## config.mk

```make
export PLATFORM = sky130hd
export DESIGN_NAME = wildcard_glob_matcher
export DESIGN_NICKNAME = d
export VERILOG_FILES = /design/src/sv/wgm_pkg.sv /design/src/sv/wildcard_glob_matcher.sv
export SDC_FILE = /design/constraint.sdc
export NUM_CORES = 1
export LEC_CHECK = 0
export BUFFER_PORTS_ARGS = -buffer_cell sky130_fd_sc_hd__buf_4
export CAP_MARGIN = 20
export CORE_MARGIN = 2
export CORE_UTILIZATION = 45
export CTS_BUF_LIST = sky130_fd_sc_hd__clkbuf_2 sky130_fd_sc_hd__clkbuf_4 sky130_fd_sc_hd__clkbuf_8
export DETAILED_ROUTE_END_ITERATION = 16
export HOLD_SLACK_MARGIN = 0.05
export SYNTH_ARGS = -nofsm -noshare
export SYNTH_HDL_FRONTEND = slang
export SYNTH_SLANG_ARGS = --single-unit
```

## constraint.sdc

```tcl
create_clock -name i_clk -period 5.1 [get_ports i_clk]
set_clock_uncertainty 0.1 [all_clocks]
set_input_delay 0.255 -clock i_clk [delete_from_list [all_inputs] [get_ports i_clk]]
set_output_delay 0.255 -clock i_clk [all_outputs]
set_load 0.005 [all_outputs]
```

## src/sv/wgm_pkg.sv

```systemverilog
// ----------------------------------------------------------------------------
// wgm_pkg: shared definitions for the wildcard glob matcher
// Pattern store sizes, command codes, wildcard bytes and ASCII case folding.
// ----------------------------------------------------------------------------
package wgm_pkg;

    // pattern store depth and derived widths
    localparam int MAX_PATTERN = 32;
    localparam int POS_N       = MAX_PATTERN + 1;          // active positions
    localparam int LEN_W       = $clog2(MAX_PATTERN + 1);  // holds 0..MAX_PATTERN
    localparam int IDX_W       = $clog2(MAX_PATTERN);      // store address
    localparam int SCAN_LVL    = $clog2(POS_N);            // prefix-scan levels

    // wildcard bytes
    localparam logic [7:0] GLOB_ANY_RUN = 8'h2A;  // '*'
    localparam logic [7:0] GLOB_ANY_ONE = 8'h3F;  // '?'

    // ASCII letter range for folding
    localparam logic [7:0] ASCII_UP_A   = 8'h41;
    localparam logic [7:0] ASCII_UP_Z   = 8'h5A;
    localparam logic [7:0] ASCII_CASE   = 8'h20;

    // command codes carried in func
    typedef enum logic [1:0] {
        FUNC_APPEND = 2'd0,
        FUNC_CLEAR  = 2'd1,
        FUNC_NAME   = 2'd2,
        FUNC_END    = 2'd3
    } t_func;

    // fold upper-case ASCII to lower case when enabled
    function automatic logic [7:0] fold_byte(input logic [7:0] c, input logic ci);
        logic [7:0] r;
        r = c;
        if (ci && (c >= ASCII_UP_A) && (c <= ASCII_UP_Z)) begin
            r = c + ASCII_CASE;
        end
        return r;
    endfunction

endpackage

```

## src/sv/wildcard_glob_matcher.sv

```systemverilog
// ----------------------------------------------------------------------------
// wildcard_glob_matcher: streamed name against stored glob pattern
// Holds up to MAX_PATTERN pattern bytes ('*' any run, '?' any byte) and a
// vector of active pattern positions that advances one name byte a cycle unless stalled.
// ----------------------------------------------------------------------------
// Usage: load the pattern with append transactions (func 0), empty it with a
// clear (func 1), then send the name one byte per name transaction (func 2)
// and finish with an end-of-name transaction (func 3), which returns one
// result: matched, plus pattern_overflow if bytes were dropped since the last
// clear. Any pattern change abandons a name in progress. The block takes one
// transaction every cycle unless input stalls; an end-of-name result is
// registered into the output slot, or the skid slot when that is held. The
// cycle is set by the single-pass update of the active-position vector: 32
// parallel byte compares followed by a six-level prefix scan that closes over
// runs of '*'. A two-deep output buffer lets input keep flowing while one
// result waits; input stalls only when both output slots are full. No clearing
// pass after reset: the store is only read below the current pattern length.
// ----------------------------------------------------------------------------
module wildcard_glob_matcher (
    input  logic       i_clk,
    input  logic       i_rst_n,
    // configuration write channel
    input  logic       i_cfg_valid,
    output logic       o_cfg_ready,
    input  logic       i_cfg_data,
    // input channel
    input  logic       i_in_valid,
    output logic       o_in_stall,
    input  logic [1:0] i_func,
    input  logic [7:0] i_data_byte,
    // result channel
    output logic       o_out_valid,
    input  logic       i_out_stall,
    output logic       o_matched,
    output logic       o_pattern_overflow
);

    localparam logic [wgm_pkg::POS_N-1:0] START_POS = {{(wgm_pkg::POS_N-1){1'b0}}, 1'b1};

    // state
    logic [7:0]                    r_pat [wgm_pkg::MAX_PATTERN];
    logic [wgm_pkg::LEN_W-1:0]     r_len;
    logic                          r_ovf;
    logic                          r_ci;
    logic [wgm_pkg::POS_N-1:0]     r_active;   // closed active positions
    logic [wgm_pkg::POS_N-1:0]     r_lead;     // start position closed over '*'

    // output buffer
    logic r_out_valid, r_out_matched, r_out_ovf;
    logic r_sk_valid,  r_sk_matched,  r_sk_ovf;

    logic                          in_accept;
    logic                          out_pop;
    logic                          push;
    logic                          room;
    logic                          store_full;
    logic                          res_matched;
    wgm_pkg::t_func                func;
    logic [7:0]                    name_fc;
    logic [wgm_pkg::POS_N-1:0]     n_lead;
    logic [wgm_pkg::POS_N-1:0]     n_step;     // after one name byte, before closure
    logic [wgm_pkg::POS_N-1:0]     n_active;   // after closure
    logic [wgm_pkg::POS_N-1:0]     prop;       // '*' at position j-1 carries into j
    logic [wgm_pkg::POS_N-1:0]     scan_g [wgm_pkg::SCAN_LVL+1];
    logic [wgm_pkg::POS_N-1:0]     scan_p [wgm_pkg::SCAN_LVL+1];

    // handshakes
    assign func        = wgm_pkg::t_func'(i_func);
    assign o_cfg_ready = 1'b1;
    assign o_in_stall  = r_sk_valid;
    assign in_accept   = i_in_valid && !r_sk_valid;
    assign out_pop     = r_out_valid && !i_out_stall;
    assign push        = in_accept && (func == wgm_pkg::FUNC_END);
    assign room        = out_pop || !r_out_valid;
    assign store_full  = (r_len == wgm_pkg::LEN_W'(wgm_pkg::MAX_PATTERN));

    // end-of-name result from the current state
    assign res_matched = (r_len == '0) || r_active[r_len];

    // leading-star closure after an append
    always_comb begin
        n_lead = r_lead;
        if (!store_full) begin
            n_lead[r_len + 1'b1] = r_lead[r_len] && (i_data_byte == wgm_pkg::GLOB_ANY_RUN);
        end
    end

    // one name byte: every live position steps in parallel
    assign name_fc = wgm_pkg::fold_byte(i_data_byte, r_ci);

    always_comb begin
        n_step  = '0;
        prop    = '0;
        for (int i = 0; i < wgm_pkg::MAX_PATTERN; i++) begin
            if (wgm_pkg::LEN_W'(i) < r_len) begin
                prop[i+1] = (r_pat[i] == wgm_pkg::GLOB_ANY_RUN);
                if (r_active[i]) begin
                    if (r_pat[i] == wgm_pkg::GLOB_ANY_RUN) begin
                        n_step[i] = 1'b1;
                    end else if ((r_pat[i] == wgm_pkg::GLOB_ANY_ONE) ||
                                 (wgm_pkg::fold_byte(r_pat[i], r_ci) == name_fc)) begin
                        n_step[i+1] = 1'b1;
                    end
                end
            end
        end
    end

    // star closure as a parallel prefix scan (generate / propagate)
    always_comb begin
        scan_g[0] = n_step;
        scan_p[0] = prop;
        for (int l = 0; l < wgm_pkg::SCAN_LVL; l++) begin
            scan_g[l+1] = scan_g[l];
            scan_p[l+1] = scan_p[l];
            for (int j = 0; j < wgm_pkg::POS_N; j++) begin
                if (j >= (1 << l)) begin
                    scan_g[l+1][j] = scan_g[l][j] | (scan_p[l][j] & scan_g[l][j - (1 << l)]);
                    scan_p[l+1][j] = scan_p[l][j] & scan_p[l][j - (1 << l)];
                end
            end
        end
        n_active = scan_g[wgm_pkg::SCAN_LVL];
    end

    // pattern store write
    always_ff @(posedge i_clk) begin
        if (in_accept && (func == wgm_pkg::FUNC_APPEND) && !store_full) begin
            r_pat[r_len[wgm_pkg::IDX_W-1:0]] <= i_data_byte;
        end
    end

    // control state
    always_ff @(posedge i_clk) begin
        if (!i_rst_n) begin
            r_len       <= '0;
            r_ovf       <= 1'b0;
            r_ci        <= 1'b0;
            r_active    <= START_POS;
            r_lead      <= START_POS;
            r_out_valid <= 1'b0;
            r_sk_valid  <= 1'b0;
        end else begin
            if (i_cfg_valid) begin
                r_ci <= i_cfg_data;
            end
            if (in_accept) begin
                unique case (func)
                    wgm_pkg::FUNC_APPEND: begin
                        if (store_full) begin
                            r_ovf <= 1'b1;
                        end else begin
                            r_len  <= r_len + 1'b1;
                            r_lead <= n_lead;
                        end
                        r_active <= n_lead;
                    end
                    wgm_pkg::FUNC_CLEAR: begin
                        r_len    <= '0;
                        r_ovf    <= 1'b0;
                        r_lead   <= START_POS;
                        r_active <= START_POS;
                    end
                    wgm_pkg::FUNC_NAME: begin
                        r_active <= n_active;
                    end
                    wgm_pkg::FUNC_END: begin
                        r_active <= r_lead;
                    end
                    default: begin
                        r_active <= r_active;
                    end
                endcase
            end
            // output buffer occupancy
            if (room) begin
                r_out_valid <= r_sk_valid || push;
                r_sk_valid  <= r_sk_valid && push;
            end else if (push) begin
                r_sk_valid  <= 1'b1;
            end
        end
    end

    // output buffer payload
    always_ff @(posedge i_clk) begin
        if (room) begin
            if (r_sk_valid) begin
                r_out_matched <= r_sk_matched;
                r_out_ovf     <= r_sk_ovf;
                r_sk_matched  <= res_matched;
                r_sk_ovf      <= r_ovf;
            end else begin
                r_out_matched <= res_matched;
                r_out_ovf     <= r_ovf;
            end
        end else if (push) begin
            r_sk_matched <= res_matched;
            r_sk_ovf     <= r_ovf;
        end
    end

    assign o_out_valid        = r_out_valid;
    assign o_matched          = r_out_matched;
    assign o_pattern_overflow = r_out_ovf;

    // assertions
    a_skid_behind_out: assert property (@(posedge i_clk) disable iff (!i_rst_n)
        r_sk_valid |-> r_out_valid)
        else $error("skid slot holds a result while the output slot is empty");

    a_len_range: assert property (@(posedge i_clk) disable iff (!i_rst_n)
        r_len <= wgm_pkg::LEN_W'(wgm_pkg::MAX_PATTERN))
        else $error("pattern length beyond store depth");

    a_active_in_range: assert property (@(posedge i_clk) disable iff (!i_rst_n)
        (r_active >> (r_len + 1'b1)) == '0)
        else $error("active position beyond pattern end");

    a_clear_effect: assert property (@(posedge i_clk) disable iff (!i_rst_n)
        (in_accept && (func == wgm_pkg::FUNC_CLEAR)) |=>
            ((r_len == '0) && !r_ovf && (r_active == START_POS)))
        else $error("clear did not empty the pattern");

endmodule

```

# Word level (Yosys, flattened, before mapping)
# Memories as Yosys holds them, arrays and structs flattened.
# Index checks and enable logic that the tools add are counted.
[totals] out_inout_bits=5 register_bits=80 ram_bits=256 input_bits=16 memories=1
[mem_list] name="r_pat" depth=32 word_bits=8 read_ports=32 rd_ports_with_merged_regs=0 wr=1 line_no="wildcard_glob_matcher.sv:41" text="logic [7:0] r_pat [wgm_pkg::MAX_PATTERN];"
[classes] n_bitwise=373 mux=348 addsub=34 eq_ne=104 reduce_logical=120 magnitude_cmp=101
[op_table] operator="2-to-1 mux 8 bit" n=129
[op_table] operator="equality test 8 x 6 -> 1 bit, second input constant" n=65
[op_table] operator="adder 8 x 6 -> 8 bit, second input constant" n=33
[op_table] operator="greater-or-equal comparator 8 x 7 -> 1 bit, second input constant" n=33
[op_table] operator="less-or-equal comparator 8 x 7 -> 1 bit, second input constant" n=33
[op_table] operator="equality test 8 bit" n=32
[op_table] operator="AND 1 bit" n=238
[op_table] operator="2-to-1 mux 1 bit" n=144
[op_table] operator="OR 1 bit" n=135
[op_table] operator="case mux 33 bit (4 select lines)" n=1
[op_table] operator="2-to-1 mux 2 bit" n=64
[op_table] operator="less-than comparator 5 x 6 -> 1 bit, first input constant" n=16
[op_table] operator="logical AND 1 bit" n=74
[op_table] operator="2-to-1 mux 33 bit" n=2
[op_table] operator="case mux 33 bit (2 select lines)" n=1
[op_table] operator="less-than comparator 4 x 6 -> 1 bit, first input constant" n=8
[op_table] operator="logical OR 1 bit" n=35
[op_table] operator="bitwise mux 33 bit" n=1
[op_table] operator="less-than comparator 3 x 6 -> 1 bit, first input constant" n=4
[op_table] operator="less-than comparator 6 x 7 -> 1 bit, second input constant" n=2
[op_table] operator="binary-select mux 1 bit (select 6 bit)" n=2
[op_table] operator="less-than comparator 1 x 6 -> 1 bit, first input constant" n=2
[op_table] operator="less-than comparator 2 x 6 -> 1 bit, first input constant" n=2
[op_table] operator="case mux 6 bit (2 select lines)" n=1
[op_table] operator="15 further kinds" n=23

# Longest topological paths before layout
# An unclocked memory read counts as a cell.
[depth] ltp_word=115 depth_mapped=17 ltp_nobuf=13

# Least setup slack after synthesis
# No wires, ideal clock.
[synth_path] path_kind="register to register" from="register r_len[0] (netlist name)" to="register r_active[18] (netlist name)" period_less_slack_ps=4058 stages_incl_launch_ff=16 arrival_time_ps=3871 path_slack_ps=1042 path_cell_list="dfxtp_1 clkbuf_1 buf_2 clkbuf_1 inv_1 ha_1 nand2b_1 a21oi_1 or4_1 a2111oi_2 nor2_1 o221a_2 and4_1 a21oi_2 a21oi_1 o31ai_1"
[synth_via] elab_chain_cells=15 elab_cells_between_ends=157 classes_between="1 x add/sub; 21 x order compare; 1 x eq/ne; 80 x mux; 52 x bitwise; 2 x reduce/logical"
[synth_lines] element="start: declaration" line_no="wildcard_glob_matcher.sv:42" text="logic [wgm_pkg::LEN_W-1:0] r_len;"
[synth_lines] element="start signal: assignment" line_no="wildcard_glob_matcher.sv:153" text="r_len <= r_len + 1'b1;"
[synth_lines] element="less-than comparator 2 x 6 -> 1 bit" line_no="wildcard_glob_matcher.sv:95" text="if (wgm_pkg::LEN_W'(i) < r_len) begin"
[synth_lines] element="2-to-1 mux 2 bit" line_no="wildcard_glob_matcher.sv:95"
[synth_lines] element="2-to-1 mux 1 bit" line_no="wildcard_glob_matcher.sv:98" text="if (r_pat[i] == wgm_pkg::GLOB_ANY_RUN) begin"
[synth_lines] element="2-to-1 mux 2 bit" line_no="wildcard_glob_matcher.sv:97" text="if (r_active[i]) begin"
[synth_lines] element="2-to-1 mux 2 bit" line_no="wildcard_glob_matcher.sv:95"
[synth_lines] element="AND 1 bit" line_no="wildcard_glob_matcher.sv:118" text="scan_g[l+1][j] = scan_g[l][j] | (scan_p[l][j] & scan_g[l][j - (1 << l)]);"
[synth_lines] element="OR 1 bit" line_no="wildcard_glob_matcher.sv:118"
[synth_lines] element="AND 1 bit" line_no="wildcard_glob_matcher.sv:118"
[synth_lines] element="OR 1 bit" line_no="wildcard_glob_matcher.sv:118"
[synth_lines] element="AND 1 bit" line_no="wildcard_glob_matcher.sv:118"
[synth_lines] element="OR 1 bit" line_no="wildcard_glob_matcher.sv:118"
[synth_lines] element="AND 1 bit" line_no="wildcard_glob_matcher.sv:118"
[synth_lines] element="OR 1 bit (2 in series)" line_no="wildcard_glob_matcher.sv:118"
[synth_lines] element="case mux 33 bit (4 select lines) *" line_no="wildcard_glob_matcher.sv:148" text="unique case (func)"
[synth_lines] element="end signal: assignment" line_no="wildcard_glob_matcher.sv:156" text="r_active <= n_lead;"
[synth_lines] element="end signal: assignment" line_no="wildcard_glob_matcher.sv:165" text="r_active <= n_active;"
[synth_lines] element="end signal: assignment" line_no="wildcard_glob_matcher.sv:168" text="r_active <= r_lead;"
[synth_lines] element="end: declaration" line_no="wildcard_glob_matcher.sv:45" text="logic [wgm_pkg::POS_N-1:0] r_active;"
# Mark *: on every way between the ends. The rest lies on a longest branch, timed or not. The select of a mux whose other input is x is not followed.
# A chain may end at the register's enable or synchronous reset.

# Worst setup path in the final report
[layout_path] from="input port i_data_byte[4]" to="register r_active[24] (netlist name)"
[layout_via] elab_chain_cells=23 elab_cells_between_ends=228 classes_between="1 x add/sub; 2 x order compare; 25 x eq/ne; 126 x mux; 47 x bitwise; 27 x reduce/logical"
[layout_lines] element="start: declaration" line_no="wildcard_glob_matcher.sv:30" text="input logic [7:0] i_data_byte,"
[layout_lines] element="greater-or-equal comparator 8 x 7 -> 1 bit" line_no="wgm_pkg.sv:35" text="if (ci && (c >= ASCII_UP_A) && (c <= ASCII_UP_Z)) begin"
[layout_lines] element="logical AND 1 bit (2 in series)" line_no="wgm_pkg.sv:35"
[layout_lines] element="2-to-1 mux 8 bit" line_no="wgm_pkg.sv:35"
[layout_lines] element="equality test 8 bit" line_no="wildcard_glob_matcher.sv:101" text="(wgm_pkg::fold_byte(r_pat[i], r_ci) == name_fc)) begin"
[layout_lines] element="logical OR 1 bit" line_no="wildcard_glob_matcher.sv:100" text="end else if ((r_pat[i] == wgm_pkg::GLOB_ANY_ONE) ||"
[layout_lines] element="2-to-1 mux 1 bit" line_no="wildcard_glob_matcher.sv:100"
[layout_lines] element="2-to-1 mux 1 bit" line_no="wildcard_glob_matcher.sv:98"
[layout_lines] element="2-to-1 mux 2 bit" line_no="wildcard_glob_matcher.sv:97"
[layout_lines] element="(+6 left out)"
[layout_lines] element="AND 1 bit" line_no="wildcard_glob_matcher.sv:118"
[layout_lines] element="OR 1 bit" line_no="wildcard_glob_matcher.sv:118"
[layout_lines] element="AND 1 bit" line_no="wildcard_glob_matcher.sv:118"
[layout_lines] element="OR 1 bit" line_no="wildcard_glob_matcher.sv:118"
[layout_lines] element="AND 1 bit / OR 1 bit (equally long branches)" line_no="wildcard_glob_matcher.sv:118"
[layout_lines] element="OR 1 bit / AND 1 bit (equally long branches)" line_no="wildcard_glob_matcher.sv:118"
[layout_lines] element="OR 1 bit" line_no="wildcard_glob_matcher.sv:118"
[layout_lines] element="case mux 33 bit (4 select lines) *" line_no="wildcard_glob_matcher.sv:148"
# Mark *: on every way between the ends. The rest lies on a longest branch, timed or not.

==> impl_metrics.toml <==
[routing]
post_drt_via_cell_ratio = 6.41
first_pass_iters = 6
vias = 19200
wl_per_cell_um = 24.3
ant_nets = 0
post-route-drc-count = 0
drtIter0Drc = 2189
totalWireLength_mm = 72.6

[timing]
relSlewSlack_pct = 31.7
rsz0062_at_grt = "false"
fmax_mhz = 225
min_period_ps = 4450
finalSetupViolCount = 0
whs_ps = 337
worst_slack_ps = 649
final.setup.tns_ps = 0
maxSlewViolCount = 0
tightestPinTransition_ps = 1020
finalHoldViolations = 0
final.period_utilization_pct = 87.3

[finish]
multi_input_area_um2 = 11500
fill_cells = 4305
stdcell_count = 2988
drive_gt1_share_pct = 10.3
seq_area_um2 = 9330
synthToLayoutAreaGrowth_pct = 10.8
layout.nets = 2371

[status]
outcome = "finished clean"

[logic_synthesis]
ys_ff_latch = 336
synth_cells = 2258
synth_nets = 2311
synth.cell_area_um2 = 21600
seq_area_frac_synth_pct = 43.3
ys.flop_type = "edfxtp_1"
ys_warn_count = 0
yosys.area.top_type = "edfxtp_1"
synthArstFlopShare_pct = 0
syn_area_per_cell_um2 = 9.55
synth_top_area_share_pct = 36.2
synth.distinct_cells = 96
synthTopCellsByArea = "edfxtp_1 (36%), dfxtp_1 (7.1%), xnor2_1 (6.3%)"
synth_edf_count = 260

[worst_hold_path]
hold_class = "input pin to register"
min_from = "i_cfg_valid"

[cts]
clockBufferDepth = 3
cts_resized = 0
post_cts_buffers = 0
clock-sinks = 336
insertion_delay_ps = 700
h-tree-depth = 2
ctsRootBufferMaster = "clkbuf_8"
cts_hold_buffers = 16
cts_tree = "done"
clkTransAtPathRegs_ps = 60
numCtsBuffers = 61

[worst_setup_path]
cp_slowest_stage_delay_ps = 780
arrival_ps = 4890
cp_max_fo = 21
slowest_stage = "a2111oi_0"
end_kind = "register"
crit_path_cell_trace = "dlygate4sd3_1, buf_4, or3_4, o31a_4, a31o_2, buf_4, buf_4, xor2_1, a41oi_1, o21bai_1, a21oi_1, a21oi_1, a2111oi_0, a21oi_1"
regToRegStartpoint = "r_len[3]"
startpoint_type = "input pin"
crit_type = "input pin to register"
required_ps = 5540
critPathLaunch = "i_data_byte[4]"

[floorplan]
floorplan.initialDensity_pct = 45.4
die_y_um = 223
die_x_um = 223
ios = 21
core.rowCount = 80
die_area_um2 = 49700
core_um2 = 47500

[global_routing]
grt_use_total_pct = 28.7
antenna_found_initial = 2
grt_pass1_vias = 18300
grt_pass1_wl_mm = 109
grt_max_degree = 59
overflow = 0

[placed_design]
preCtsSetupSlack_ps = 759
port_buffers = 19
dp.cells = 2854
hpwl_mm = 50.3
gp_congestion = 0.977

[power_and_ir_drop]
combPwrFrac_pct = 7.8
intPower_uw = 4480
p_sw_share_pct = 25.9
power_density_nw_per_um2 = 253
ir_drop_v = 0.000160
seqPwrFrac_pct = 49.4
power_frac_clock_pct = 42.8
p_sw_uw = 1570
p_leak_uw = 0.00760

[run]
maxCapViolCount = 0
## worst max-delay path: cells and delay by family
family          cells  cell delay, ps
compound gates      8            2630
buf+inv             4            1400
simple gates        1             380
xor+xnor            1             190
## flip-flops by register name (all words and copies together) (netlist names), 6 cells and up
| signal | flops |
|---|---|
| r_len | 6 |
| r_active | 33 |
| r_pat | 256 |
| r_lead | 33 |
## layout by cell type (no fill, tap or decap), types with 10 or more instances in the layout
cell type / count
nand2_1: 174
nor2b_1: 17
xnor2_1: 154
nor2_1: 200
a41oi_1: 15
or4_1: 19
nor4_1: 43
a211oi_1: 15
ha_1: 37
buf_4: 76
mux4_2: 20
nand2b_1: 26
and2_1: 13
and3_1: 17
o21ai_0: 117
dlygate4sd3_1: 16
o22ai_1: 10
nand3_1: 94
inv_1: 87
a21o_1: 10
a31oi_1: 24
or3_1: 58
xor2_1: 101
o31ai_1: 63
or2_2: 13
a21oi_1: 132
clkinv_2: 16
edfxtp_1: 260
o41ai_1: 35
clkinv_1: 23
nor3_1: 76
o211ai_1: 19
a22oi_1: 21
clkbuf_8: 63
dfxtp_1: 75
nand4_1: 46
## layout make-up
| cell class | count | share of cell area, % |
|---|---|---|
| sequential | 336 | 39.1 |
| clock inverter | 45 | 1.18 |
| tap | 615 | 3.22 |
| inverter | 90 | 1.41 |
| antenna | 2 | 0.0210 |
| clock buffer | 71 | 3.88 |
| multi-input combinational | 1735 | 48.0 |
| timing repair buffer | 94 | 3.23 |
## path summary, 6_finish.rpt
path / to / slack [ps] / cells after the start
setup / recovery: r_active[24] / 650 / 14
hold / removal: r_ci / 340 / 4
setup reg to reg: r_active[30] / 670 / 11
hold reg to reg: r_lead[7] / 370 / 2
## stage by stage
step	util [%]	power (µW)	area [µm²]
after floorplan	-	3310	21600
after global placement	47.3	3490	22500
after detailed placement	47.3	3490	22500
after CTS	50.2	6080	23900
after global routing	50.2	6240	23900
final	50.2	6040	23900
## synth_stat cells (8+ instances only)
cell and number:
a211oi_1 15, a21o_1 10, a21oi_1 132, a22oi_1 21, a31oi_1 24, a41oi_1 15, and2_1 13, and3_1 17
buf_1 11, buf_2 17, clkbuf_1 57, dfxtp_1 76, edfxtp_1 260, ha_1 37, inv_1 87, mux4_2 20
nand2_1 174, nand2b_1 26, nand3_1 94, nand4_1 46, nor2_1 200, nor2b_1 18, nor3_1 76, nor4_1 43
nor4bb_1 8, o2111ai_1 8, o211ai_1 19, o21ai_0 118, o21bai_1 8, o22ai_1 10, o31a_1 8, o31ai_1 63
o41ai_1 35, or2_2 13, or3_1 58, or4_1 19, xnor2_1 154, xor2_1 101
## kinds of logic after synthesis
family,synth area share [%]
AO/OA/AOI/OAI,18.8
XOR/XNOR,10.4
adder cells (fa/ha/maj),2.15
buffers and inverters,3.67
flip-flops,43.3
multiplexers,2.53
other,0.0174
AND/OR/NAND/NOR,19.2
## power by group through the flow
stage               Sequential, µW  Combinational [µW]  Clock, µW
finish                        2980                 469       2590
CTS                           2980                 463       2630
global route                  2980                 498       2760
floorplan                     3030                 278          0
global placement              3040                 447          0
detailed placement            3040                 452          0
## metal layers
layer,vias to the layer above,global-route usage (%),share of wire [%]
met3,185,5.35,8.9
met1,9319,38.4,42
met2,916,45.1,44
li1,8736,-,-
met5,-,0,0.018
met4,2,13.1,4.3
No activity file was read; power rests on OpenSTA's default activity.
